$ cat config.mk
export PLATFORM = sky130hd
export DESIGN_NAME = ips_patch_stream_parser
export DESIGN_NICKNAME = d
export VERILOG_FILES = /design/src/rtl/ipsp_pkg.sv /design/src/rtl/ipsp_parse.sv /design/src/rtl/ipsp_out_fifo.sv /design/src/rtl/ips_patch_stream_parser.sv
export SDC_FILE = /design/constraint.sdc
export NUM_CORES = 2
export LEC_CHECK = 0
export ABC_AREA = 1
export BUFFER_PORTS_ARGS = -buffer_cell sky130_fd_sc_hd__buf_2
export CAP_MARGIN = 20
export CORE_ASPECT_RATIO = 1.2
export CORE_MARGIN = 4
export CORE_UTILIZATION = 52
export CTS_CLUSTER_DIAMETER = 150
export CTS_CLUSTER_SIZE = 25
export DETAILED_ROUTE_END_ITERATION = 8
export GPL_TIMING_DRIVEN = 0
export PLACE_DENSITY = 0.69
export RECOVER_POWER = 100
export SYNTH_ARGS = -nofsm -noshare
export SYNTH_HDL_FRONTEND = slang
export SYNTH_HIERARCHICAL = 1
export SYNTH_SLANG_ARGS = --single-unit
$ cat constraint.sdc
create_clock -name clk -period 7.18 [get_ports clk]
set_input_delay 1.436 -clock clk [delete_from_list [all_inputs] [get_ports clk]]
set_output_delay 1.436 -clock clk [all_outputs]
set_load 0.005 [all_outputs]
$ cat src/rtl/ipsp_pkg.sv
`default_nettype none
package ipsp_pkg;

  localparam int unsigned POS_W    = 24;
  localparam int unsigned LEN_W    = 16;
  localparam int unsigned BYTE_W   = 8;
  localparam int unsigned EXT_W    = 25;
  localparam int unsigned FBC_W    = 3;

  // last header byte index, record and run-body room checks
  localparam logic [POS_W-1:0] HDR_LAST_POS = 24'd4;
  localparam logic [EXT_W-1:0] REC_ROOM     = 25'd8;
  localparam logic [EXT_W-1:0] RUN_ROOM     = 25'd6;
  localparam logic [POS_W-1:0] POS_MAX      = 24'hFF_FFFF;

  localparam int unsigned OUT_DEPTH_DEF = 4;

  typedef enum logic [1:0] {
    KIND_WRITE = 2'd0,
    KIND_FILL  = 2'd1,
    KIND_END   = 2'd2
  } kind_t;

  typedef enum logic [1:0] {
    PH_HEADER  = 2'd0,
    PH_RECORD  = 2'd1,
    PH_RUN     = 2'd2,
    PH_PAYLOAD = 2'd3
  } phase_t;

  typedef struct packed {
    kind_t              kind;
    logic [POS_W-1:0]   address;
    logic [LEN_W-1:0]   count;
    logic [BYTE_W-1:0]  value;
    logic [EXT_W-1:0]   extent;
    logic               has_hunks;
    logic               last;
  } res_t;

  typedef struct packed {
    logic wr0;
    logic wr1;
    res_t r0;
    res_t r1;
  } push_t;

endpackage
`default_nettype wire

$ cat src/rtl/ipsp_parse.sv
`default_nettype none
module ipsp_parse
  import ipsp_pkg::*;
(
  input  wire logic              clk,
  input  wire logic              rst_n,
  input  wire logic              fire,
  input  wire logic [BYTE_W-1:0] patch_byte,
  input  wire logic              first,
  input  wire logic              cfg_we,
  input  wire logic [POS_W-1:0]  cfg_wdata,
  output push_t                  push
);

  logic [POS_W-1:0]  plen_r;
  logic [POS_W-1:0]  pos_r, pos_nxt, cur_pos;
  phase_t            phase_r, phase_nxt, cur_phase;
  logic [FBC_W-1:0]  fbc_r, fbc_nxt, cur_fbc;
  logic [POS_W-1:0]  hoff_r, hoff_nxt, cur_hoff;
  logic [LEN_W-1:0]  hlen_r, hlen_nxt, cur_hlen;
  logic [LEN_W-1:0]  prem_r, prem_nxt, cur_prem;
  logic [EXT_W-1:0]  ext_r, ext_nxt, cur_ext;
  logic              any_r, any_nxt, cur_any;
  logic              stop_r, stop_nxt, cur_stop;
  logic [EXT_W-1:0]  hunk_end;
  logic              cmd_v, end_v;
  kind_t             cmd_kind;
  logic [POS_W-1:0]  cmd_addr;
  logic [LEN_W-1:0]  cmd_cnt;
  res_t              cmd_res, end_res;

  // a first beat sees the cleared parse state
  assign cur_pos   = first ? '0 : pos_r;
  assign cur_phase = first ? PH_HEADER : phase_r;
  assign cur_fbc   = first ? '0 : fbc_r;
  assign cur_hoff  = first ? '0 : hoff_r;
  assign cur_hlen  = first ? '0 : hlen_r;
  assign cur_prem  = first ? '0 : prem_r;
  assign cur_ext   = first ? '0 : ext_r;
  assign cur_any   = first ? 1'b0 : any_r;
  assign cur_stop  = first ? 1'b0 : stop_r;

  always_comb begin
    pos_nxt   = pos_r;
    phase_nxt = phase_r;
    fbc_nxt   = fbc_r;
    hoff_nxt  = hoff_r;
    hlen_nxt  = hlen_r;
    prem_nxt  = prem_r;
    ext_nxt   = ext_r;
    any_nxt   = any_r;
    stop_nxt  = stop_r;
    hunk_end  = '0;
    cmd_v     = 1'b0;
    cmd_kind  = KIND_WRITE;
    cmd_addr  = '0;
    cmd_cnt   = '0;
    end_v     = 1'b0;
    if (fire) begin
      pos_nxt   = cur_pos;
      phase_nxt = cur_phase;
      fbc_nxt   = cur_fbc;
      hoff_nxt  = cur_hoff;
      hlen_nxt  = cur_hlen;
      prem_nxt  = cur_prem;
      ext_nxt   = cur_ext;
      any_nxt   = cur_any;
      stop_nxt  = cur_stop;
      if (cur_pos < plen_r) begin
        if (cur_pos != POS_MAX) begin
          pos_nxt = cur_pos + 24'd1;
        end
        if (!cur_stop) begin
          case (cur_phase)
            PH_HEADER: begin
              if (cur_pos >= HDR_LAST_POS) begin
                phase_nxt = PH_RECORD;
                fbc_nxt   = '0;
              end
            end
            PH_RECORD: begin
              case (cur_fbc)
                3'd0: begin
                  if ({1'b0, cur_pos} + REC_ROOM > {1'b0, plen_r}) begin
                    stop_nxt = 1'b1;
                  end else begin
                    hoff_nxt = {patch_byte, 16'h0000};
                    fbc_nxt  = 3'd1;
                  end
                end
                3'd1: begin
                  hoff_nxt = {cur_hoff[23:16], patch_byte, cur_hoff[7:0]};
                  fbc_nxt  = 3'd2;
                end
                3'd2: begin
                  hoff_nxt = {cur_hoff[23:8], patch_byte};
                  fbc_nxt  = 3'd3;
                end
                3'd3: begin
                  hlen_nxt = {patch_byte, 8'h00};
                  fbc_nxt  = 3'd4;
                end
                default: begin
                  hlen_nxt = {cur_hlen[15:8], patch_byte};
                  fbc_nxt  = '0;
                  if (hlen_nxt != '0) begin
                    hunk_end = {1'b0, cur_hoff} + {9'b0, hlen_nxt};
                    if (hunk_end > cur_ext) begin
                      ext_nxt = hunk_end;
                    end
                    any_nxt   = 1'b1;
                    prem_nxt  = hlen_nxt;
                    phase_nxt = PH_PAYLOAD;
                  end else begin
                    phase_nxt = PH_RUN;
                  end
                end
              endcase
            end
            PH_RUN: begin
              case (cur_fbc)
                3'd0: begin
                  if ({1'b0, cur_pos} + RUN_ROOM > {1'b0, plen_r}) begin
                    stop_nxt = 1'b1;
                  end else begin
                    hlen_nxt = {patch_byte, 8'h00};
                    fbc_nxt  = 3'd1;
                  end
                end
                3'd1: begin
                  hlen_nxt = {cur_hlen[15:8], patch_byte};
                  fbc_nxt  = 3'd2;
                end
                default: begin
                  hunk_end = {1'b0, cur_hoff} + {9'b0, cur_hlen};
                  if (hunk_end > cur_ext) begin
                    ext_nxt = hunk_end;
                  end
                  any_nxt   = 1'b1;
                  cmd_v     = 1'b1;
                  cmd_kind  = KIND_FILL;
                  cmd_addr  = cur_hoff;
                  cmd_cnt   = cur_hlen;
                  fbc_nxt   = '0;
                  phase_nxt = PH_RECORD;
                end
              endcase
            end
            PH_PAYLOAD: begin
              cmd_v    = 1'b1;
              cmd_kind = KIND_WRITE;
              cmd_addr = cur_hoff + {8'h00, cur_hlen - cur_prem};
              cmd_cnt  = 16'd1;
              prem_nxt = cur_prem - 16'd1;
              if (prem_nxt == '0) begin
                phase_nxt = PH_RECORD;
                fbc_nxt   = '0;
              end
            end
            default: begin
              stop_nxt = 1'b1;
            end
          endcase
        end
        end_v = (cur_pos == plen_r - 24'd1);
      end
    end
  end

  always_comb begin
    cmd_res.kind      = cmd_kind;
    cmd_res.address   = cmd_addr;
    cmd_res.count     = cmd_cnt;
    cmd_res.value     = patch_byte;
    cmd_res.extent    = ext_nxt;
    cmd_res.has_hunks = any_nxt;
    cmd_res.last      = !end_v;
    end_res.kind      = KIND_END;
    end_res.address   = '0;
    end_res.count     = '0;
    end_res.value     = '0;
    end_res.extent    = ext_nxt;
    end_res.has_hunks = any_nxt;
    end_res.last      = 1'b1;
    // command goes first when a beat makes both
    push.wr0 = cmd_v || end_v;
    push.wr1 = cmd_v && end_v;
    push.r0  = cmd_v ? cmd_res : end_res;
    push.r1  = end_res;
  end

  always_ff @(posedge clk) begin
    if (!rst_n) begin
      plen_r  <= '0;
      pos_r   <= '0;
      phase_r <= PH_HEADER;
      fbc_r   <= '0;
      hoff_r  <= '0;
      hlen_r  <= '0;
      prem_r  <= '0;
      ext_r   <= '0;
      any_r   <= 1'b0;
      stop_r  <= 1'b0;
    end else begin
      if (cfg_we) begin
        plen_r <= cfg_wdata;
      end
      pos_r   <= pos_nxt;
      phase_r <= phase_nxt;
      fbc_r   <= fbc_nxt;
      hoff_r  <= hoff_nxt;
      hlen_r  <= hlen_nxt;
      prem_r  <= prem_nxt;
      ext_r   <= ext_nxt;
      any_r   <= any_nxt;
      stop_r  <= stop_nxt;
    end
  end

endmodule
`default_nettype wire

$ cat src/rtl/ipsp_out_fifo.sv
`default_nettype none
module ipsp_out_fifo
  import ipsp_pkg::*;
#(
  parameter int unsigned DEPTH = OUT_DEPTH_DEF
) (
  input  wire logic  clk,
  input  wire logic  rst_n,
  input  wire push_t push,
  output logic       room2,
  output logic       out_valid,
  input  wire logic  out_ready,
  output res_t       out_res
);

  localparam int unsigned PW = (DEPTH > 1) ? $clog2(DEPTH) : 1;
  localparam int unsigned CW = $clog2(DEPTH + 1);

  res_t            mem [DEPTH];
  logic [PW-1:0]   wp_r, wp_nxt, wp_inc, rp_r, rp_nxt;
  logic [CW-1:0]   cnt_r, cnt_nxt;
  logic            pop;

  function automatic logic [PW-1:0] wrap_inc(input logic [PW-1:0] p);
    wrap_inc = (p == PW'(DEPTH - 1)) ? '0 : p + PW'(1);
  endfunction

  assign pop       = out_valid && out_ready;
  assign out_valid = (cnt_r != '0);
  assign out_res   = mem[rp_r];
  assign room2     = (cnt_r <= CW'(DEPTH - 2));
  assign wp_inc    = wrap_inc(wp_r);

  always_comb begin
    wp_nxt  = wp_r;
    rp_nxt  = rp_r;
    if (push.wr1) begin
      wp_nxt = wrap_inc(wp_inc);
    end else if (push.wr0) begin
      wp_nxt = wp_inc;
    end
    if (pop) begin
      rp_nxt = wrap_inc(rp_r);
    end
    cnt_nxt = cnt_r + CW'(push.wr0) + CW'(push.wr1) - CW'(pop);
  end

  always_ff @(posedge clk) begin
    if (push.wr0) begin
      mem[wp_r] <= push.r0;
    end
    if (push.wr1) begin
      mem[wp_inc] <= push.r1;
    end
  end

  always_ff @(posedge clk) begin
    if (!rst_n) begin
      wp_r  <= '0;
      rp_r  <= '0;
      cnt_r <= '0;
    end else begin
      wp_r  <= wp_nxt;
      rp_r  <= rp_nxt;
      cnt_r <= cnt_nxt;
    end
  end

endmodule
`default_nettype wire

$ cat src/rtl/ips_patch_stream_parser.sv
// a result is registered in the result queue before it reaches the out_ ports
// throughput: one patch byte per cycle while in_ready is high; a byte that makes a
// write or fill and the end result pushes two results, absorbed by the OUT_DEPTH-entry result queue
// in_ready is high while the queue has room for two results
// reset: synchronous active-low rst_n clears patch_length, parse state and queue
`default_nettype none
module ips_patch_stream_parser
  import ipsp_pkg::*;
#(
  parameter int unsigned OUT_DEPTH = OUT_DEPTH_DEF
) (
  input  wire logic              clk,
  input  wire logic              rst_n,
  input  wire logic              in_valid,
  output logic                   in_ready,
  input  wire logic [BYTE_W-1:0] in_patch_byte,
  input  wire logic              in_first,
  output logic                   out_valid,
  input  wire logic              out_ready,
  output logic [1:0]             out_kind,
  output logic [POS_W-1:0]       out_address,
  output logic [LEN_W-1:0]       out_count,
  output logic [BYTE_W-1:0]      out_value,
  output logic [EXT_W-1:0]       out_extent,
  output logic                   out_has_hunks,
  output logic                   out_last,
  input  wire logic              cfg_we,
  input  wire logic [POS_W-1:0]  cfg_wdata
);

  push_t push;
  res_t  res;
  logic  room2;

  assign in_ready = room2;

  ipsp_parse u_parse (
    .clk        (clk),
    .rst_n      (rst_n),
    .fire       (in_valid && in_ready),
    .patch_byte (in_patch_byte),
    .first      (in_first),
    .cfg_we     (cfg_we),
    .cfg_wdata  (cfg_wdata),
    .push       (push)
  );

  ipsp_out_fifo #(
    .DEPTH (OUT_DEPTH)
  ) u_out_fifo (
    .clk       (clk),
    .rst_n     (rst_n),
    .push      (push),
    .room2     (room2),
    .out_valid (out_valid),
    .out_ready (out_ready),
    .out_res   (res)
  );

  assign out_kind      = res.kind;
  assign out_address   = res.address;
  assign out_count     = res.count;
  assign out_value     = res.value;
  assign out_extent    = res.extent;
  assign out_has_hunks = res.has_hunks;
  assign out_last      = res.last;

endmodule
`default_nettype wire

== After elaboration in Yosys (flattened, before gate mapping) ==
Memory sizes are Yosys's and may differ from the RTL's. A register that Yosys moved wholly into a read port is not among the register bits.
Cells that the tools add are included.

* Register bits after elaboration: 143
* Memory bits (writable): 308
* Input bits: 38
* Word-level logic and storage cells: 162
* Memories: 1

{| class="wikitable"
|+ Memory list
! name !! depth !! bits a word !! read ports !! clocked after Yosys merged registers in !! write ports !! RTL line !! source
|-
| u_out_fifo.mem || 4 || 77 || 1 || 1 || 2 || ipsp_out_fifo.sv:19 || <nowiki>res_t mem [DEPTH];</nowiki>
|}

* Add/subtract/negate cells: 15
* Order comparisons: 7
* Equality and inequality tests: 11
* Muxes and demuxes: 101
* Reductions and logical operators: 14

{| class="wikitable"
|+ Operators by type and width
! cell !! number
|-
| 24-bit two-way mux || 12
|-
| 25-bit two-way mux || 9
|-
| 16-bit two-way mux || 13
|-
| 16-bit case mux with 2 select lines || 5
|-
| 77-bit two-way mux || 1
|-
| 24-bit case mux with 3 select lines || 1
|-
| 24-bit by 16-bit adder with 25-bit output || 2
|-
| 25-bit by 24-bit greater-than comparator with 1-bit output || 2
|-
| 25-bit greater-than comparator || 2
|-
| 25-bit case mux with 2 select lines || 1
|-
| 24-bit case mux with 2 select lines || 1
|-
| 2-bit two-way mux || 18
|-
| 1-bit two-way mux || 26
|-
| 24-bit by 3-bit adder with 25-bit output, second input constant || 1
|-
| 24-bit by 4-bit adder with 25-bit output, second input constant || 1
|-
| 24-bit by 1-bit adder with 24-bit output, second input constant || 1
|-
| 24-bit by 16-bit adder with 24-bit output || 1
|-
| 24-bit equality test || 1
|-
| 24-bit by 3-bit >= comparator with 1-bit output, second input constant || 1
|-
| 24-bit less-than comparator || 1
|-
| 24-bit inequality test, second input constant || 1
|-
| 3-bit case mux with 4 select lines || 2
|-
| 24-bit by 1-bit subtractor with 24-bit output, second input constant || 1
|-
| 3-bit two-way mux || 7
|-
| 25 further kinds || 37
|}

== Longest topological paths before layout ==
* Depth in word-level cells: 12
* Mapped depth: 40

== Modules after synthesis ==
Netlist, hierarchy kept.

{| class="wikitable"
|+ By module, submodules not included
! module !! times used !! cells an instance !! area an instance (um^2) !! sequential area each (um^2)
|-
| ipsp_parse || 1 || 3169 || 18702.9 || 2722.6
|-
| ipsp_out_fifo || 1 || 1579 || 15377.2 || 9429.0
|-
| ips_patch_stream_parser || 1 || 2 || 7.5 || 0.0
|}

== Worst setup path after synthesis ==
OpenSTA, ideal clock, no wires.

* Path kind: input -> register
* Start point: input port in_first
* End point: memory u_out_fifo/mem[1][0] in the netlist's numbering (enable)
* Arrival time: 5.764 ns
* Setup slack: 0.644 ns
* Stages: 22
* Cells stage by stage: buf_6 -> buf_8 -> buf_6 -> buf_6 -> buf_6 -> nor2_1 -> inv_1 -> ha_1 -> nor2_1 -> inv_1 -> o21ai_0 -> a21oi_1 -> o21ai_0 -> nand3_1 -> nand2_1 -> nor2_1 -> inv_2 -> nor2_1 -> buf_6 -> nand2_2 -> clkbuf_1 -> nand2_1

{| class="wikitable"
|+ RTL lines
! what !! RTL line !! source
|-
| from (decl) || ips_patch_stream_parser.sv:17 || <nowiki>input wire logic in_first,</nowiki>
|-
| to (decl) || ipsp_out_fifo.sv:19 ||
|}

==> flow_metrics.py <==
metrics = {
    "outcome": {
        "outcome": "finished, final reports clean",
    },
    "pwr": {
        "seq_power_share_pct": 35.9,
        "total_power_uw": 8444,
        "p_int_uw": 4744,
        "vdd.ir_drop.worst_v": 0.0001683,
        "power.density_nw_per_um2": 230.9,
        "pwr-share-comb_pct": 46.5,
        "clockPowerShare_pct": 17.6,
        "p_sw_uw": 3700,
        "swShare_pct": 43.82,
        "leakagePower_uw": 0.01510,
    },
    "flow_run": {
        "maxCapViolCount": 0,
    },
    "sta": {
        "fin_ws_ns": 0.08908,
        "worst_pin_slew_ns": 1.088,
        "slew_viol_final": 0,
        "rsz0062_at_grt": "no",
        "slew_headroom_pct": 27.47,
        "finClkSkew_ns": 0.05530,
        "period_minus_slack_ns": 7.091,
        "setup_violations": 0,
        "finalHoldViolCount": 0,
        "fmax_ghz": 0.1410,
        "final.period_utilization_pct": 98.76,
        "worst_hold_slack_ns": 0.4735,
    },
    "global_route": {
        "grt_max_degree": 56,
        "antenna_found_initial": 0,
        "grt_pass1_wl_um": 193100,
        "grt_overflow": 0,
        "track_usage_pct": 36.04,
        "grt_pass1_vias": 32164,
    },
    "final_layout": {
        "drive_above_1_share_pct": 7.092,
        "layout.cells.non_filler": 5795,
        "fill_cells": 6465,
        "area_delta_synth_final_pct": 7.279,
        "fin_util_pct": 56.52,
        "n_antenna_cell": 0,
        "nNetsFinal": 5170,
    },
    "min_path": {
        "min_from": "u_parse/pos_r[0]",
        "worstHoldEndpoint": "u_parse/pos_r[0]",
        "holdCritPathClass": "reg2reg",
        "whs_path_depth": 2,
    },
    "clock_network": {
        "clock_latency_ns": 0.62,
        "ctsHoldBuffers": 0,
        "cts-htree-levels": 1,
        "clockBufferDepth": 3,
        "cts-root-buf": "clkbuf_16",
        "numCtsBuffers": 22,
        "cts_num_sinks": 453,
        "tritoncts": "done",
        "cts.clk_slew.worst_paths_ns": 0.10,
    },
    "placed_design": {
        "place_inst": 5750,
        "port_buffers": 115,
        "dp_hpwl_um": 100300,
        "dp_slack_ns": -2.248,
        "routabilityCongestion": 1.032,
    },
    "yosys": {
        "yosys-top-cells-area": "edfxtp_1 (27%), nand2_1 (11%), dfxtp_1 (8.5%)",
        "avgSynthCellArea_um2": 7.176,
        "syn_inst": 4750,
        "synth.largest_area_cell": "edfxtp_1",
        "synth_area_um2": 34090,
        "synth_compound_area_share_pct": 19.59,
        "synthXorXnorAreaFrac_pct": 3.469,
        "synthTopCellsByCount": "nand2_1 (1,031), inv_1 (511), o21ai_0 (469), nor2_1 (456), a21oi_1 (356)",
        "yosys_warnings": 6,
        "synth.most_common_cell": "nand2_1",
        "synthAdderAreaFrac_pct": 6.886,
        "yosysSeqAreaShare_pct": 35.65,
        "synth.distinct_cells": 69,
        "synthSimpleGateAreaFrac_pct": 23.13,
        "synth_ff_type": "edfxtp_1",
        "synth_edf_count": 308,
        "yosys.area.top_type_share_pct": 27.13,
        "synth_top_family_by_area": "simple AND/OR/NAND/NOR gates",
        "synth_mux_area_share_pct": 0,
        "async_flop_share_pct": 0,
        "ys_ff_latch": 453,
    },
    "floorplan": {
        "die_height_um": 288.5,
        "die_area_um2": 69730,
        "placementRows": 102,
        "coreArea_um2": 64700,
        "fp.dieW_um": 241.7,
        "io_pins": 117,
        "start_util_pct": 52.68,
    },
    "setup_path": {
        "rrSetupSlack_ns": 0.88,
        "arrival_ns": 7.41,
        "worstReg2RegStart": "u_parse/pos_r[3]",
        "crit_path_max_incr_delay_ns": 0.59,
        "crit_top_cell": "nand2_1",
        "crit_required_ns": 7.50,
        "end_kind": "register",
        "reg2regPathDepth": 30,
        "cp_max_fo": 14,
        "reg2reg_to": "u_parse/hlen_r[3]",
        "startpoint_type": "input pin",
        "crit_slowest_cell": "nor2_1",
        "criticalPathCategory": "in2reg",
    },
    "routing": {
        "num_vias": 34166,
        "dr.pass1.iters": 7,
        "ant_nets": 0,
        "routed_wl_um": 131100,
        "initialDrtViolationCount": 3523,
        "routedWlPerCell_um": 22.62,
        "drc": 0,
        "avgViaCountPerCell": 5.896,
    },
}
metal layers:
layer / up-vias / wire length [um] / track usage, %
li1: 16222 / - / -
met5: - / 0 / 0
met3: 551 / 11080 / 4.569
met2: 1865 / 61260 / 61.79
met4: 0 / 11410 / 26.03
met1: 15528 / 47320 / 41.89
state kept, by name, indices dropped and copies added, names as in the netlist, 3 cells and up, named ones only:
register and count:
u_out_fifo/mem 308, u_parse/ext_r 25, u_parse/hoff_r 24, u_parse/plen_r 24, u_parse/pos_r 24, u_parse/hlen_r 16, u_parse/prem_r 16, u_out_fifo/cnt_r 3
u_parse/fbc_r 3
power by group through the flow:
| stage | sequential (uW) | combinational [uW] | clock, uW |
|---|---|---|---|
| floorplan | 3070 | 2500 | 0 |
| global placement | 3080 | 3850 | 0 |
| detailed placement | 3090 | 3900 | 0 |
| CTS | 3030 | 3930 | 1520 |
| global route | 3040 | 4290 | 1600 |
| finish | 3030 | 3930 | 1490 |
placed cells by master, fill, tap and decap left out, drive strengths merged, types with 15 or more instances in the layout:
cell type     n
xor2        120
buf         191
o22ai       100
dfxtp       145
conb         51
clkbuf      268
xnor2        15
inv         539
o21ai       728
nor4         20
nor3         71
nand4        49
nand3       165
nand2      1047
ha          178
a21oi       357
edfxtp      308
nor2        497
worst max-delay path: cells and delay by family:
kind	cells	cell delay (ns)
simple gates	11	2.06
buf+inv	10	1.59
fa+ha+maj	2	0.76
xor+xnor	1	0.34
compound gates	6	1.16
how the worst max path moves through the flow:
stage | start | end | cells past startpoint
CTS | in_first | u_out_fifo/mem[3][6] | 39
finish | in_first | u_out_fifo/mem[3][2] | 30
global route | in_first | u_out_fifo/mem[3][22] | 36
global placement | in_first | u_out_fifo/mem[0][46] | 21
detailed placement | in_first | u_out_fifo/mem[3][6] | 39
floorplan | in_first | u_out_fifo/mem[1][0] | 22
cell type report:
class,instances,area [um2],area share (%)
clock inverter,2,23.77,0.06501
tap,832,1041,2.847
sequential,453,12150,33.23
timing repair buffer,128,675.6,1.848
clock buffer,37,628.1,1.718
inverter,542,2038,5.574
buffer,294,1620,4.431
multi-input combinational,3507,18390,50.29
stage by stage:
step,instance area (um2),setup TNS (ns)
2_1_floorplan,34270,0
3_3_place_gp,35890,-1195.46
3_5_place_dp,36030,-435.06
4_1_cts,36850,0
5_1_grt,36570,0
6_report,36570,0
repair_timing:
item                                    4_1_cts  5_1_grt
hold endpoints to repair                      0        0
endpoints found under the setup margin      223      233
pin swaps                                     4        0
cloned                                        0        1
gates resized for setup                      43       11
buffers inserted                              7        0
logic make-up (layout without fill, tap and decap cells):
kind of cell,Yosys count,after routing
simple gates,1875,1875
compound gates,1262,1262
buf+inv,839,1003
flops,453,453
fa+ha+maj,184,184
xor+xnor,135,135
other cells,2,51
No activity file was read; power rests on OpenSTA's default activity.
